===== src/design/mue_pkg.sv =====
// mue_pkg: shared types and constants of the unique edge table
// no dependencies
package mue_pkg;

    localparam int VERTEX_BITS = 16;

    typedef struct packed {
        logic [VERTEX_BITS-1:0] vertex_a;
        logic [VERTEX_BITS-1:0] vertex_b;
        logic [VERTEX_BITS-1:0] vertex_c;
        logic                   first_of_object;
    } tri_req_t;

    typedef struct packed {
        logic [VERTEX_BITS-1:0] edge_start;
        logic [VERTEX_BITS-1:0] edge_end;
        logic                   last_of_run;
        logic                   overflow;
    } edge_rsp_t;

    // triangle after index masking, as queued between front and back
    typedef struct packed {
        logic [VERTEX_BITS-1:0] v0;
        logic [VERTEX_BITS-1:0] v1;
        logic [VERTEX_BITS-1:0] v2;
        logic                   clear;
    } tri_t;

    typedef struct packed {
        logic [VERTEX_BITS-1:0] s;
        logic [VERTEX_BITS-1:0] e;
    } edge_t;

    // edge of the triangle under test
    localparam logic [1:0] EDGE_AB = 2'd0;
    localparam logic [1:0] EDGE_BC = 2'd1;
    localparam logic [1:0] EDGE_CA = 2'd2;

    typedef enum logic [2:0] {
        ST_IDLE,
        ST_CHECK,
        ST_SCAN,
        ST_NEW,
        ST_FINISH
    } state_t;

    function automatic logic same_edge(edge_t a, edge_t b);
        return ((a.s == b.s) && (a.e == b.e)) || ((a.s == b.e) && (a.e == b.s));
    endfunction

endpackage


===== src/design/mue_front.sv =====
// mue_front: input stage, masks vertex indices and forms the triangle record
// depends on mue_pkg
module mue_front #(
    parameter int STORE_BITS = 16
) (
    input  logic               clk,
    input  logic               rst_n,
    input  logic               tri_valid,
    output logic               tri_ready,
    input  mue_pkg::tri_req_t  tri_data,
    output logic               push_valid,
    input  logic               push_ready,
    output mue_pkg::tri_t      push_data
);
    import mue_pkg::*;

    localparam logic [VERTEX_BITS-1:0] VMASK =
        VERTEX_BITS'((32'd1 << STORE_BITS) - 32'd1);

    logic  vld_reg;
    logic  vld_next;
    tri_t  item_reg;
    tri_t  item_next;

    always_comb
    begin
        tri_ready = !vld_reg || push_ready;
        vld_next  = vld_reg;
        item_next = item_reg;
        if (push_ready)
        begin
            vld_next = 1'b0;
        end
        if (tri_valid && tri_ready)
        begin
            vld_next        = 1'b1;
            item_next.v0    = tri_data.vertex_a & VMASK;
            item_next.v1    = tri_data.vertex_b & VMASK;
            item_next.v2    = tri_data.vertex_c & VMASK;
            item_next.clear = tri_data.first_of_object;
        end
    end

    always_ff @(posedge clk or negedge rst_n)
    begin
        if (!rst_n)
        begin
            vld_reg <= 1'b0;
        end
        else
        begin
            vld_reg <= vld_next;
        end
    end

    always_ff @(posedge clk)
    begin
        item_reg <= item_next;
    end

    assign push_valid = vld_reg;
    assign push_data  = item_reg;

endmodule


===== config.mk =====
export PLATFORM = sky130hd
export DESIGN_NAME = mue_front
export DESIGN_NICKNAME = d
export VERILOG_FILES = /design/src/design/mue_pkg.sv /design/src/design/mue_front.sv
export SDC_FILE = /design/constraint.sdc
export NUM_CORES = 1
export LEC_CHECK = 0
export BUFFER_PORTS_ARGS = -buffer_cell sky130_fd_sc_hd__buf_2
export CORE_MARGIN = 2
export CORE_UTILIZATION = 43
export CTS_CLUSTER_SIZE = 28
export DETAILED_ROUTE_END_ITERATION = 10
export PLACE_DENSITY_LB_ADDON = 0.12
export SLEW_MARGIN = 20
export SYNTH_ARGS = -nofsm -noshare
export SYNTH_HDL_FRONTEND = slang
export SYNTH_SLANG_ARGS = --single-unit

===== constraint.sdc =====
create_clock -name clk -period 3.7 [get_ports clk]
set_input_delay 1.11 -clock clk [delete_from_list [all_inputs] [get_ports clk]]
set_output_delay 1.11 -clock clk [all_outputs]
set_load 0.005 [all_outputs]

---- Word-level counts from Yosys, hierarchy flattened ----
Cells that the tools add are included.
word-level totals
  register bits after elaboration ......... 50
  input bits .............................. 53
  word-level logic and storage cells ...... 11
cells by class
  muxes and demuxes ....................... 2
  reduce and logical (&&, ||, !) cells .... 4
operators by type and width
  operator            number
  1-bit two-way mux   2
  2-bit nonzero test  1
  1-bit logical AND   1
  1-bit logical NOT   1
  1-bit logical OR    1

---- Longest topological paths before layout ----
  word-level depth ........................ 4
  gate-level depth with buffers ........... 2
  gate-level depth less buffers ........... 2

---- Least setup slack after synthesis ----
Ideal clock, no wire load.
  kind .................................... in2out
  start ................................... input port push_ready
  end ..................................... output port tri_ready
  arrival time ............................ 1.236 ns
  data required time ...................... 2.590 ns
  setup slack ............................. 1.354 ns
  cell stages on the path ................. 1
  path buffers ............................ 0
  path through ............................ nand2b_4
on the way
  longest elaborated chain between the ends .. 1
ends and longest elaborated chain
  what              RTL line         RTL
  from (decl)       mue_front.sv:12  input logic push_ready,
  1-bit logical OR  mue_front.sv:27  tri_ready = !vld_reg || push_ready;
  to (decl)         mue_front.sv:9   output logic tri_ready,
No other way between the ends.

---- Worst setup path in the final report ----
Same ends and word-level chain as after synthesis.

==> flow_summary.json <==
{
  "drive_above_1_share_pct": 67.7,
  "startpoint_type": "input pin",
  "slew_headroom_pct": 59.6,
  "fin_worst_skew_ps": 9.38,
  "die_h_um": 63.6,
  "dpl_cell_area_um2": 2100,
  "drv_cap": 0,
  "power.density_nw_per_um2": 451,
  "worst_pin_slew_ps": 605,
  "outcome": "complete, no violations",
  "die-area_um2": 4040,
  "fin_crit_sh_pct": 69.5,
  "drt_iter0_markers": 44,
  "grt_usage_pct": 14.0,
  "vias": 910,
  "stdcell_area_um2": 2150,
  "multiInputGateArea_um2": 28.8,
  "routed_wl_um": 2770,
  "avgSynthCellArea_um2": 28.8,
  "via_per_inst": 4.33,
  "drc_errors": 0,
  "ys_types": 5,
  "ios": 104,
  "critPathRequiredTime_ps": 2590,
  "startpoint": "push_ready",
  "synth_area_um2": 1530,
  "htree_levels": 2,
  "syn2layout_area_growth_pct": 40.9,
  "final_cell_mix": "buf_2, edfxtp_1, clkbuf_4",
  "max_freq_mhz": 389,
  "min_path_type": "input pin to async pin",
  "cts_buffers": 5,
  "ys_seq_elements": 50,
  "cts_setup_buffers": 0,
  "antenna_found_initial": 0,
  "worstPathArrival_ps": 1460,
  "yosysWarningCount": 0,
  "fin_tns_setup_ps": 0,
  "syn_nets": 106,
  "fin_crit_ps": 2570,
  "cts_buffer_depth": 2,
  "diodes": 0,
  "nets": 216,
  "clk_pin_slew_ps": 120,
  "crit-reg2reg-launch": "push_valid",
  "leakage_nw": 0.927,
  "die_x_um": 63.6,
  "clkLatencyLatePin_ps": 350,
  "seq_area_um2": 1500,
  "routedWlPerCell_um": 13.2,
  "ir_drop_mv": 0.243,
  "synth_top_area_share_pct": 96.5,
  "core_area_um2": 3360,
  "placementRows": 21,
  "gp_congestion": 0.691,
  "cts_tree": "done",
  "path_max_fanout": 3,
  "drv_slew": 0,
  "layout_commonest_cell": "buf_2",
  "fill_cells": 283,
  "worst-setup-path-type": "input pin to primary output",
  "grt_max_degree": 50,
  "root_buffer": "clkbuf_4",
  "holdBufCountCts": 0,
  "postSynthCellCount": 53,
  "grt_pass1_wl_um": 4110,
  "synth_seq_area_share_pct": 98.1,
  "timing.hold.ws_ps": 515,
  "ctsResizeCount": 0,
  "endpoint_kind": "primary output",
  "clock-sinks": 50,
  "firstDrtPassIters": 3,
  "grt_pass1_vias": 897,
  "rsz0062_at_grt": "false",
  "gr-total-overflow": 0,
  "hold_violations": 0,
  "io_buffers": 103,
  "setup_viol": 0,
  "yosysTopAreaCell": "edfxtp_1",
  "ys_top_cells_by_area": "edfxtp_1, dfrtp_1, nand2b_4",
  "initial_core_util_pct": 45.3,
  "ant_nets": 0
}
-- area by class of cell --
class                      count  share of cell area, %
timing repair buffer         103                   24.0
sequential                    50                   69.7
clock buffer                   6                   1.92
tap                           46                   2.68
clock inverter                 2                  0.408
multi-input combinational      3                   1.34
-- cell families (layout without fill, tap and decap cells) --
| kind of cell | Yosys count | in the layout | synth area share, % |
|---|---|---|---|
| buf+inv | 0 | 111 | 0 |
| simple gates | 3 | 3 | 1.89 |
| flops | 50 | 50 | 98.1 |
-- worst max-delay path, cell delays in order --
cell	delay (ps)
buf_2	100
nand2b_4	130
buf_2	120
-- per-layer routing --
layer,wire length (µm),global-route usage (%),vias to the layer above
met5,0,0,-
met4,27,4.08,0
met3,366,7.14,3
met2,1380,23.6,66
met1,990,15.5,412
li1,-,-,429
-- sequential cells by signal, indices dropped and copies added (netlist names) --
| signal | count |
|---|---|
| push_data | 49 |
| push_valid | 1 |
-- cells in the mapped netlist --
master / count
dfrtp_1: 1
nand2b_4: 1
nand2b_1: 1
and2_4: 1
edfxtp_1: 49
-- report_power, final --
group          internal (mW)  switching, mW  total [mW]
registers              0.659        0.00740       0.666
logic                 0.0397         0.0354      0.0752
clock network         0.0717          0.155       0.227
total                  0.770          0.198       0.968
-- worst paths after layout --
path,endpoint,slack [ps],depth (start not counted)
setup / recovery,tri_ready,1130,3
hold / removal,push_valid,520,1
setup reg to reg,push_data[40],2280,2
hold reg to reg,push_valid,570,2
max in group asynchronous,push_valid,3100,1
min in group clk,push_valid,570,2
-- metrics by stage --
stage               setup WS (ps)  instances  util (%)  power, mW
floorplan                    1350         53         -      0.697
global placement             1130        202      62.4      0.753
detailed placement           1130        202      62.4      0.757
CTS                          1130        210      63.9      0.978
global route                 1120        210      63.9       1.01
finish                       1130        210      63.9      0.968
No activity file was read; power rests on OpenSTA's default activity.
