[src/design/mue_pkg.sv]
// mue_pkg: shared types and constants of the unique edge table
// no dependencies
package mue_pkg;

    localparam int VERTEX_BITS = 16;

    typedef struct packed {
        logic [VERTEX_BITS-1:0] vertex_a;
        logic [VERTEX_BITS-1:0] vertex_b;
        logic [VERTEX_BITS-1:0] vertex_c;
        logic                   first_of_object;
    } tri_req_t;

    typedef struct packed {
        logic [VERTEX_BITS-1:0] edge_start;
        logic [VERTEX_BITS-1:0] edge_end;
        logic                   last_of_run;
        logic                   overflow;
    } edge_rsp_t;

    // triangle after index masking, as queued between front and back
    typedef struct packed {
        logic [VERTEX_BITS-1:0] v0;
        logic [VERTEX_BITS-1:0] v1;
        logic [VERTEX_BITS-1:0] v2;
        logic                   clear;
    } tri_t;

    typedef struct packed {
        logic [VERTEX_BITS-1:0] s;
        logic [VERTEX_BITS-1:0] e;
    } edge_t;

    // edge of the triangle under test
    localparam logic [1:0] EDGE_AB = 2'd0;
    localparam logic [1:0] EDGE_BC = 2'd1;
    localparam logic [1:0] EDGE_CA = 2'd2;

    typedef enum logic [2:0] {
        ST_IDLE,
        ST_CHECK,
        ST_SCAN,
        ST_NEW,
        ST_FINISH
    } state_t;

    function automatic logic same_edge(edge_t a, edge_t b);
        return ((a.s == b.s) && (a.e == b.e)) || ((a.s == b.e) && (a.e == b.s));
    endfunction

endpackage

[src/design/mue_queue.sv]
// mue_queue: two-entry queue of triangle records between front and back
// depends on mue_pkg
module mue_queue (
    input  logic          clk,
    input  logic          rst_n,
    input  logic          push_valid,
    output logic          push_ready,
    input  mue_pkg::tri_t push_data,
    output logic          pop_valid,
    input  logic          pop_ready,
    output mue_pkg::tri_t pop_data
);
    import mue_pkg::*;

    localparam int DEPTH = 2;

    tri_t       slot_reg [DEPTH];
    logic       wr_ptr_reg;
    logic       wr_ptr_next;
    logic       rd_ptr_reg;
    logic       rd_ptr_next;
    logic [1:0] cnt_reg;
    logic [1:0] cnt_next;
    logic       do_push;
    logic       do_pop;

    always_comb
    begin
        push_ready  = cnt_reg != 2'(DEPTH);
        pop_valid   = cnt_reg != 2'd0;
        do_push     = push_valid && push_ready;
        do_pop      = pop_valid && pop_ready;
        wr_ptr_next = do_push ? !wr_ptr_reg : wr_ptr_reg;
        rd_ptr_next = do_pop ? !rd_ptr_reg : rd_ptr_reg;
        cnt_next    = cnt_reg;
        if (do_push && !do_pop)
        begin
            cnt_next = cnt_reg + 2'd1;
        end
        else if (do_pop && !do_push)
        begin
            cnt_next = cnt_reg - 2'd1;
        end
    end

    always_ff @(posedge clk or negedge rst_n)
    begin
        if (!rst_n)
        begin
            wr_ptr_reg <= 1'b0;
            rd_ptr_reg <= 1'b0;
            cnt_reg    <= 2'd0;
        end
        else
        begin
            wr_ptr_reg <= wr_ptr_next;
            rd_ptr_reg <= rd_ptr_next;
            cnt_reg    <= cnt_next;
        end
    end

    always_ff @(posedge clk)
    begin
        if (do_push)
        begin
            slot_reg[wr_ptr_reg] <= push_data;
        end
    end

    assign pop_data = slot_reg[rd_ptr_reg];

endmodule

[config.mk]
export PLATFORM = sky130hd
export DESIGN_NAME = mue_queue
export DESIGN_NICKNAME = d
export VERILOG_FILES = /design/src/design/mue_pkg.sv /design/src/design/mue_queue.sv
export SDC_FILE = /design/constraint.sdc
export NUM_CORES = 1
export LEC_CHECK = 0
export BUFFER_PORTS_ARGS = -buffer_cell sky130_fd_sc_hd__buf_2
export CAP_MARGIN = 20
export CORE_MARGIN = 2
export CORE_UTILIZATION = 56
export DETAILED_ROUTE_END_ITERATION = 10
export PLACE_DENSITY = 0.84
export SYNTH_ARGS = -nofsm -noshare
export SYNTH_HDL_FRONTEND = slang
export SYNTH_SLANG_ARGS = --single-unit
[constraint.sdc]
create_clock -name clk -period 6.69 [get_ports clk]
set_clock_uncertainty 0.2 [all_clocks]
set_input_delay 1.338 -clock clk [delete_from_list [all_inputs] [get_ports clk]]
set_output_delay 1.338 -clock clk [all_outputs]
set_load 0.05 [all_outputs]
### Word level (Yosys, flattened, before mapping)

Memories as Yosys holds them, arrays and structs flattened.
Cells that the tools add are included.

| storage, ports and cells | value |
|---|---|
| register bits | 4 |
| RAM bits | 98 |
| input bits | 53 |
| output and inout bits | 51 |
| memories kept | 1 |

| cells by class | value |
|---|---|
| add/subtract/negate cells | 2 |
| equality and inequality tests | 1 |
| multiplexer cells | 4 |
| reductions and logical operators | 10 |

Memory list:

| memory | depth | width | rd ports | clocked after Yosys merged registers in | write ports | line | RTL |
|---|---|---|---|---|---|---|---|
| slot_reg | 2 | 49 | 1 | 0 | 1 | mue_queue.sv:17 | `tri_t slot_reg [DEPTH];` |

Operator list:

| operator | count |
|---|---|
| $logic_and A1 B1 Y1 | 4 |
| $logic_not A1 Y1 | 4 |
| $mux W2 | 2 |
| $reduce_bool A2 Y1 | 2 |
| $add A2 B1 Y2 const B | 1 |
| $mux W1 | 2 |
| $ne A2 B2 Y1 const B | 1 |
| $sub A2 B1 Y2 const B | 1 |

### Logic depth before layout (Yosys ltp)

| depth | value |
|---|---|
| depth in word-level cells | 6 |
| depth in mapped cells | 7 |

### Least setup slack after synthesis

OpenSTA, ideal clock, no wires.

| timing | value |
|---|---|
| path kind | input port to flip-flop |
| from | input push_valid |
| to | memory slot_reg[0][0] (netlist bit) (enable) |
| library setup time | 0.456 ns |
| arrival | 3.508 ns |
| data required time | 6.034 ns |
| slack | 2.526 ns |
| cell stages on the path | 2 |
| path buffers | 0 |
| cell sequence | nand2_1 nor2_1 |

| between the ends | value |
|---|---|
| cells in the longest elaborated chain, start to end | 3 |

RTL lines:

| what | line | RTL |
|---|---|---|
| start, declared | mue_queue.sv:6 | `input logic push_valid,` |
| $logic_and A1 B1 Y1 | mue_queue.sv:31 | `do_push = push_valid && push_ready;` |
| $mux W1 | mue_queue.sv:64 | `if (do_push)` |
| $mux W1 (implied by the code) | mue_queue.sv:66 | `slot_reg[wr_ptr_reg] <= push_data;` |
| end, declared | mue_queue.sv:17 |  |

No other way between the ends.

==> results.sh <==
export IMPL_leakagePower_nw=1.919
export IMPL_finalSetupViolCount=0
export IMPL_antenna_found_initial=1
export IMPL_cts_sinks=102
export IMPL_start_kind="flop"
export IMPL_cap_viol_max_count=0
export IMPL_cts_buffer_depth=2
export IMPL_antenna_cells=0
export IMPL_largest_reg_flops=98
export IMPL_routed_wl_um=6308
export IMPL_drv_slew=0
export IMPL_synth_edf_count=98
export IMPL_finalWeightedCongestion=0.6785
export IMPL_vias=1865
export IMPL_relSlewSlack_pct=37.65
export IMPL_die_y_um=88.35
export IMPL_drive_gt1_share_pct=59.79
export IMPL_post_route_drc_count=0
export IMPL_path_max_fanout=50
export IMPL_rows=30
export IMPL_path_cells="mux2_4, buf_2"
export IMPL_period_share_pct=53.02
export IMPL_period_minus_slack_ns=3.547
export IMPL_clk_pin_slew_ns=0.09
export IMPL_hold_path_class="reg2reg"
export IMPL_intPower_mw=1.413
export IMPL_switchingPower_mw=1.015
export IMPL_postRouteAntennaNets=0
export IMPL_die_width_um=88.35
export IMPL_dr_pass1_iters=4
export IMPL_grt_pass1_vias=1911
export IMPL_clkLatencyLatePin_ns=0.35
export IMPL_netlist_area_leader_share_pct=73.87
export IMPL_cts_setup_buffers=0
export IMPL_synth_common_cells="edfxtp_1, mux2_4, buf_12, dfrtp_1, xnor2_1"
export IMPL_crit_type="reg2out"
export IMPL_p_seq_share_pct=41.2
export IMPL_async_flop_share_pct=3.922
export IMPL_grt_pass1_wl_um=9308
export IMPL_syn_area_sq_um=3984
export IMPL_ys_types=14
export IMPL_status="finished clean"
export IMPL_drt_iter0_drc=107
export IMPL_cpPeakStageDelay_ns=1.05
export IMPL_synth_most_common_cell="edfxtp_1"
export IMPL_port_buffers=103
export IMPL_area_growth_pct=18.97
export IMPL_cts_resized=0
export IMPL_tightest_slew_ns=0.9353
export IMPL_h_tree_depth=3
export IMPL_core_area_sq_um=6832
export IMPL_max_vdd_ir_drop_mv=0.3553
export IMPL_cts_buffers=9
export IMPL_boundaryPins=104
export IMPL_ys_seq_area_share_pct=76.38
export IMPL_fin_tns_setup_ns=0
export IMPL_synthTopCellsByArea="edfxtp_1, mux2_4, buf_12"
export IMPL_synth_warnings=0
export IMPL_n_fill_cell=488
export IMPL_critPathArrivalTime_ns=2.01
export IMPL_fin_nets=335
export IMPL_clockRootBuffer="clkbuf_8"
export IMPL_cts_tree="done"
export IMPL_grt_max_degree=51
export IMPL_power_share_clock_pct=15.5
export IMPL_critPathSlowestCell="dfrtp_4"
export IMPL_synth_top_area_cell="edfxtp_1"
export IMPL_overflow=0
export IMPL_hold_buffers=0
export IMPL_synthFlopType="edfxtp_1"
export IMPL_die_area_sq_um=7805
export IMPL_power_density_nw_per_um2=512.4
export IMPL_grtUsageTotal_pct=16.65
export IMPL_fmax_ghz=0.2819
export IMPL_synthCells=171
export IMPL_via_per_inst=4.882
export IMPL_p_total_mw=2.428
export IMPL_ys_seq_elements=102
export IMPL_synth_fp_nets=225
export IMPL_rsz0062_at_grt="false"
export IMPL_p_comb_share_pct=43.3
export IMPL_hold_violations=0
export IMPL_routedWlPerCell_um=16.51
export IMPL_syn_avg_cell_area_sq_um=23.30
export IMPL_endpoint_kind="primary output"
export IMPL_required_ns=5.15
export IMPL_sw_frac_of_total_pct=41.80
export IMPL_initial_core_util_pct=58.32
final cells by class:
cell class / instances / area [sq um] / area share (%)
Clock buffer: 11 / 131.4 / 2.772
Multi-Input combinational cell: 62 / 834.6 / 17.61
Tap cell: 96 / 120.1 / 2.534
Clock inverter: 5 / 60.06 / 1.267
Inverter: 1 / 3.754 / 0.07920
Sequential cell: 102 / 3047 / 64.28
Timing Repair Buffer: 105 / 543.0 / 11.46
power groups by stage:
stage | Clock [mW] | Sequential, mW | Combinational (mW)
final | 0.377 | 1.00 | 1.05
after global routing | 0.410 | 1.02 | 1.10
after CTS | 0.383 | 1.00 | 1.06
after floorplan | 0 | 0.926 | 1.00
after global placement | 0 | 1.01 | 1.04
after detailed placement | 0 | 1.02 | 1.06
path summary, 6_finish.rpt:
kind	cells past startpoint	slack, ns	to	startpoint
max	2	3.14	pop_data[6]	rd_ptr_reg
min	1	0.32	cnt_reg[1]	cnt_reg[1]
max reg2reg	4	4.36	slot_reg[0][42]	cnt_reg[0]
min reg2reg	1	0.32	cnt_reg[1]	cnt_reg[1]
max in group asynchronous	1	5.57	rd_ptr_reg	rst_n
min in group asynchronous	1	0.58	rd_ptr_reg	rst_n
cell usage in the layout, fill, tap and decap left out, types with 2 or more instances in the layout:
master / count
edfxtp_1: 98
dfrtp_1: 3
buf_2: 103
clkbuf_1: 2
xor2_1: 2
clkbuf_8: 9
xnor2_1: 3
clkinv_4: 2
nand2_1: 2
mux2_4: 49
layer usage:
layer	wire, um	GRT usage (%)	vias up
met1	2678	20.84	915
met4	80	6.612	2
met5	13	0	-
met2	3189	26.86	56
li1	-	-	883
met3	346	5.877	9
logic make-up after synthesis:
logic type | share of synthesized area (%)
flip-flops | 76.38
XOR/XNOR | 1.099
multiplexers | 18.47
adder cells (fa/ha/maj) | 0.3140
AND/OR/NAND/NOR | 0.8484
buffers and inverters | 2.889
metrics by stage:
| step | hold WS (ns) | utilization [%] | cells | setup slack [ns] | cell area (sq um) |
|---|---|---|---|---|---|
| after global routing | 0.3439 | 69.38 | 382 | 3.057 | 4740 |
| after detailed placement | 0.3044 | 66.58 | 366 | 3.511 | 4548 |
| after global placement | 0.2782 | 66.28 | 365 | 3.509 | 4528 |
| final | 0.3219 | 69.38 | 382 | 3.143 | 4740 |
| after CTS | 0.3220 | 69.38 | 382 | 3.120 | 4740 |
| after floorplan | 0.2564 | - | 171 | 2.526 | 3984 |
critical path, delay by kind of cell (launching register included):
kind	cells	cell delay (ns)
buffers and inverters	1	0.21
DFF	1	1.05
muxes	1	0.35
(Power assumes the default switching activity.)
